## config.mk

```make
export PLATFORM = sky130hd
export DESIGN_NAME = datr_alu
export DESIGN_NICKNAME = d
export VERILOG_FILES = /design/src/sv/datr_pkg.sv /design/src/sv/datr_alu.sv
export SDC_FILE = /design/constraint.sdc
export NUM_CORES = 1
export LEC_CHECK = 0
export BUFFER_PORTS_ARGS = -buffer_cell sky130_fd_sc_hd__buf_2
export CORE_MARGIN = 8
export CORE_UTILIZATION = 42
export DETAILED_ROUTE_END_ITERATION = 16
export GPL_ROUTABILITY_DRIVEN = 0
export PLACE_DENSITY = 0.79
export SLEW_MARGIN = 5
export SYNTH_ARGS = -nofsm -noshare
export SYNTH_HDL_FRONTEND = slang
export SYNTH_SLANG_ARGS = --single-unit
```

## constraint.sdc

```tcl
create_clock -name vclk -period 2.9
set_input_delay 0.29 -clock vclk [all_inputs]
set_output_delay 0.29 -clock vclk [all_outputs]
set_load 0.05 [all_outputs]
```

## src/sv/datr_pkg.sv

```systemverilog
package datr_pkg;

    localparam int STORE_DEPTH  = 4096;
    localparam int ALPHABET     = 256;
    localparam int AW           = $clog2(STORE_DEPTH);
    localparam int BW           = 14;
    localparam int SW           = AW + 6;
    localparam int SYW          = 8;
    localparam int CLIST_DEPTH  = 256;
    localparam int ROOT_NODE    = 1;
    localparam int ROOT_SPAN    = 256;
    localparam int FIRST_OFFSET = 2;

    typedef logic signed [SW-1:0] wide_t;
    typedef logic [AW-1:0]        addr_t;
    typedef logic signed [BW-1:0] base_t;
    typedef logic [SYW-1:0]       sym_t;

    typedef struct packed {
        logic  we_base;
        logic  we_check;
        addr_t waddr;
        base_t wbase;
        addr_t wcheck;
    } st_wr_t;

    typedef struct packed {
        sym_t  sym;
        base_t cbase;
    } child_t;

    typedef enum logic [4:0] {
        ST_CLEAR,
        ST_IDLE,
        ST_RB,
        ST_RC,
        ST_G_RD,
        ST_G_CMP,
        ST_S_L,
        ST_S_K0,
        ST_S_K1,
        ST_S_K2,
        ST_R0,
        ST_R1,
        ST_P0,
        ST_P1,
        ST_P2,
        ST_Q0,
        ST_Q1,
        ST_Q2,
        ST_Q3,
        ST_Q4,
        ST_DONE
    } state_t;

endpackage

```

## src/sv/datr_alu.sv

```systemverilog
module datr_alu (
    input  datr_pkg::wide_t x,
    input  datr_pkg::wide_t y,
    input  datr_pkg::wide_t z,
    output datr_pkg::wide_t sum,
    output logic            in_store
);
    import datr_pkg::*;

    // three-operand address add, flag slots that land inside the store
    assign sum      = x + y + z;
    assign in_store = !sum[SW-1] && (sum < wide_t'(STORE_DEPTH));

endmodule

```

; Yosys cells after proc, flatten, opt, wreduce, memory -nomap -nowiden
; Index checks and enable logic that the tools add are counted.
[op_classes]
add_sub_neg = 2
multipliers = 0
div = 0
n_lt_le_gt_ge = 1
eq_ne = 0
shift = 0
n_mux = 0
bitwise_logic = 0
reduce_logical = 2
[op_table]
columns = op, count
row1 = adder 18 bit, 2
row2 = < comparator 18 x 14 -> 1 bit (second input constant), 1
row3 = logical AND 1 bit, 1
row4 = logical NOT 1 bit, 1
[word_totals]
reg_bits = 0
latch_bits = 0
ramBits = 0
romBits = 0
inputBits = 54
wordCells = 5
memories = 0

; Longest topological paths before layout
[logic_depth]
word_depth = 4
ltp_mapped = 12
mapped_depth_nobuf = 12

; Worst setup path after synthesis
; Ideal clock, no wire load.
[synth_path]
path_kind = input -> output
startpoint = input y[1]
endpoint = output in_store
arrival_time_ns = 3.637
required_ns = 2.610
path_slack_ns = -1.027
path_stages = 10
path_cell_list = fa_1 -> ha_1 -> inv_1 -> fa_1 -> nand2b_1 -> a21oi_4 -> o21ai_2 -> o41ai_4 -> xnor2_1 -> nor4_2
[synth_between]
elab_chain_cells = 4
[synth_lines]
columns = element, line_no
row1 = "start, declared", datr_alu.sv:3  ; input datr_pkg::wide_t y,
row2 = adder 18 bit * (2 in series), datr_alu.sv:11  ; assign sum = x + y + z;
row3 = net sum[17], datr_alu.sv:5  ; output datr_pkg::wide_t sum,
row4 = < comparator 18 x 14 -> 1 bit or logical NOT 1 bit (tied branches), datr_alu.sv:12  ; assign in_store = !sum[SW-1] && (sum < wide_t'(STORE_DEPTH));
row5 = logical AND 1 bit *, datr_alu.sv:12
row6 = "end, declared", datr_alu.sv:6  ; output logic in_store
; Mark *: on every way through the listed nets, which the timed path passes. The rest lies on a longest branch.

; Final worst setup path
[layout_path]
startpoint = input y[1]
endpoint = output in_store
[layout_between]
elab_chain_cells = 4
[layout_lines]
columns = element, line_no
row1 = adder 18 bit * (2 in series), datr_alu.sv:11
row2 = < comparator 18 x 14 -> 1 bit or logical NOT 1 bit (tied branches), datr_alu.sv:12
row3 = logical AND 1 bit *, datr_alu.sv:12
; Mark *: on every way between the ends. The rest lies on a longest branch, timed or not.

==> metrics.md <==
| Metric | Value |
|---|---|
| Sequential cell area | `0 sq um` |
| Post-synthesis mux area share | `0` |
| Post-detail-place hpwl | `~3.4 mm` |
| Synth Area per Inst | `roughly 8.5 sq um` |
| Simple-gate share of the synthesized area | `0.145` |
| Cell Area, Synth | `around 1300 sq um` |
| Most Frequent Cell on Critical Path | `buf_6` |
| Distinct cells, synth | `35` |
| Pin count of the biggest net entering global routing | `8` |
| YS warnings | `0` |
| Remaining antenna violation count after routing | `0` |
| Register area share after synthesis | `0` |
| First-pass GRT wire length | `6.49 mm` |
| Std cell rows | `20` |
| Core area | `slightly below 3000 sq um` |
| Routed Wire Length | `around 3.7 mm` |
| Layout fillers | `approximately 230` |
| Vias in the first global route | `1,547` |
| Antenna violations before repair | `0` |
| Worst path bufs/invs | `3` |
| Status | `finished with violations` |
| Die width | `between 70 and 80 um` |
| Final Max Tran Viols | `0` |
| Largest area contributor in the synthesized netlist | `fa_1` |
| Tcrit/Tclk final | `1.04` |
| Drt wl/cell | `12.5 um` |
| Via count | `approximately 1.5k` |
| Share of cells above drive strength 1 | `0.538` |
| Cell family with most CP delay | `adder cells` |
| Grt ovf | `0` |
| Die Span Y | `70.8 um` |
| Die ar. | `5010 sq um` |
| Hold/Removal Path Class | `in2out` |
| Drt drc | `0` |
| Drt first-iter violations | `between 40 and 50` |
| Synth Area in Compound Gates | `0.256` |
| Required time of the worst setup path | `between 2000 and 3000 ps` |
| Area Growth Syn to Fin | `71.2%` |
| LEAKAGE | `1.09 nW` |
| Xor/xnor share of the synthesized area | `0.104` |
| CP Class | `in2out` |
| Largest family of logic cells by synthesized area | `adder cells` |
| Placed Instances | `approximately 290` |
| Tot GR Track Use | `0.148` |
| RSZ-0062 raised after global routing | `true` |
| Max FO, Critical Path | `4` |
| Max Fclk | `roughly 330 MHz` |
| CP Data Arrival Time | `roughly 2700 ps` |
| Max-Cap Viols | `0` |
| Port bufs | `73` |
| ANT cells | `0` |
| Worst Tran Pin Value | `about 420 ps` |
| Pwr Total | `~1.4 mW` |
| FF+latch count | `0` |
| Crit-path max cell delay | `between 500 and 600 ps` |
| Design area | `2160 sq um` |
| Adder-cell share of the synthesized area | `0.445` |
| DP Area | `2070 sq um` |
| CLK BUF | `0` |
| Starting Density | `0.427` |
| Vias per Instance | `just over 5` |
| Top post-synthesis cells by area | `fa_1 (29%), ha_1 (16%), xnor2_1 (9.0%)` |
| Power per Cell Area | `665 nW/um^2` |
| Area share of the largest cell type after synthesis | `0.286` |
| CP max stage cell | `fa_1` |
| Worst path cell trace | `buf_6 > fa_1 > ha_2 > inv_2 > fa_2 > nand2b_4 > a21oi_4 > o21ai_4 > o41ai_4 > xnor2_4 > nor4_4 > buf_6` |
| Setup violators final | `2` |
| Post-route worst setup slack | `-109 ps` |
| Critical Path Source Type | `input port` |
| Final hold vios | `0` |
| Worst setup EP type | `output port` |
| TritonRoute pass-1 iters | `4` |
| Worst vdd ir | `a little over 400 uV` |
| Syn nets | `237` |
| Final non-filler cell total | `295` |
| Failing checks | `setup timing` |
| Slew HR | `0.718` |
| Multi-input gate area | `around 1300 sq um` |
| Gate Count Post-Synth | `around 150` |
| I/O pins | `73` |
| Fin nets | `around 350` |
| Final min period | `between 3000 and 4000 ps` |
power breakdown:
| part | switching (mW) | internal [mW] | total (mW) |
|---|---|---|---|
| Sequential | 0 | 0 | 0 |
| Clock | 0 | 0 | 0 |
| Combinational | 0.861 | 0.574 | 1.43 |
| Total | 0.861 | 0.574 | 1.43 |
routing by layer:
layer,GRT usage,vias up,part of all wire
li1,-,753,-
met3,0.0325,0,0.069
met5,0,-,0
met2,0.288,48,0.52
met1,0.166,689,0.41
met4,0.00462,0,0
per-stage QoR:
step           hold WS, ps   util  TNS (ps)  setup slack [ps]
5_1_grt               1140  0.731      -380              -211
6_report              1110  0.731      -138              -109
3_5_place_dp          1110  0.703      -670              -309
4_1_cts               1110  0.717      -116              -116
2_1_floorplan          959      -      -361              -338
3_3_place_gp          1100  0.703      -488              -258
cells in the final DEF, fill, tap and decap left out, types with 2 or more instances in the layout:
cell type	instances
xnor2_2	3
nor2_2	2
nor2_1	12
a21oi_1	13
buf_2	65
nand2b_1	2
inv_1	13
o21ai_1	3
xnor2_1	9
a31oi_1	2
ha_1	12
o21bai_1	3
buf_4	44
fa_1	17
ha_2	3
a21o_1	2
o21ai_0	6
nand2_1	14
buf_6	6
final cells by class:
type               count  area share
multi-input cells    133       0.621
repair buffers       115       0.335
inverters             14      0.0244
well taps             33      0.0191
synthesized netlist by cell type, drive strengths merged (2+ instances only):
library cell and number:
nand2 14, xnor2 13, nor2 14, nand4 2, nand2b 3, o211ai 2
ha 16, a21boi 2, a31oi 2, xor2 2, buf 2, o21bai 3
fa 18, a211oi 2, inv 14, a21o 2, a21oi 15, o21ai 11
logic make-up after synthesis:
group / Yosys count
xor gates and xnor gates: 15
and+or+nand+nor: 38
adders and majority gates: 34
AOI/OAI and AO/OA: 46
buffers and inverters: 16
repair_timing:
| item | 4_1_cts | 5_1_grt |
|---|---|---|
| setup endpoints to repair | 7 | 8 |
| pin swaps | 3 | 6 |
| endpoints found under the hold margin | 0 | 0 |
| hold buffers | 0 | 0 |
| gates resized for setup | 15 | 10 |
| setup buffers | 0 | 1 |
worst paths after layout:
check,start,to,slack [ps],cells past startpoint
worst min-delay path,x[0],sum[0],1110,5
worst max-delay path,y[1],in_store,-110,12
Power figures use the tool's default switching activity.
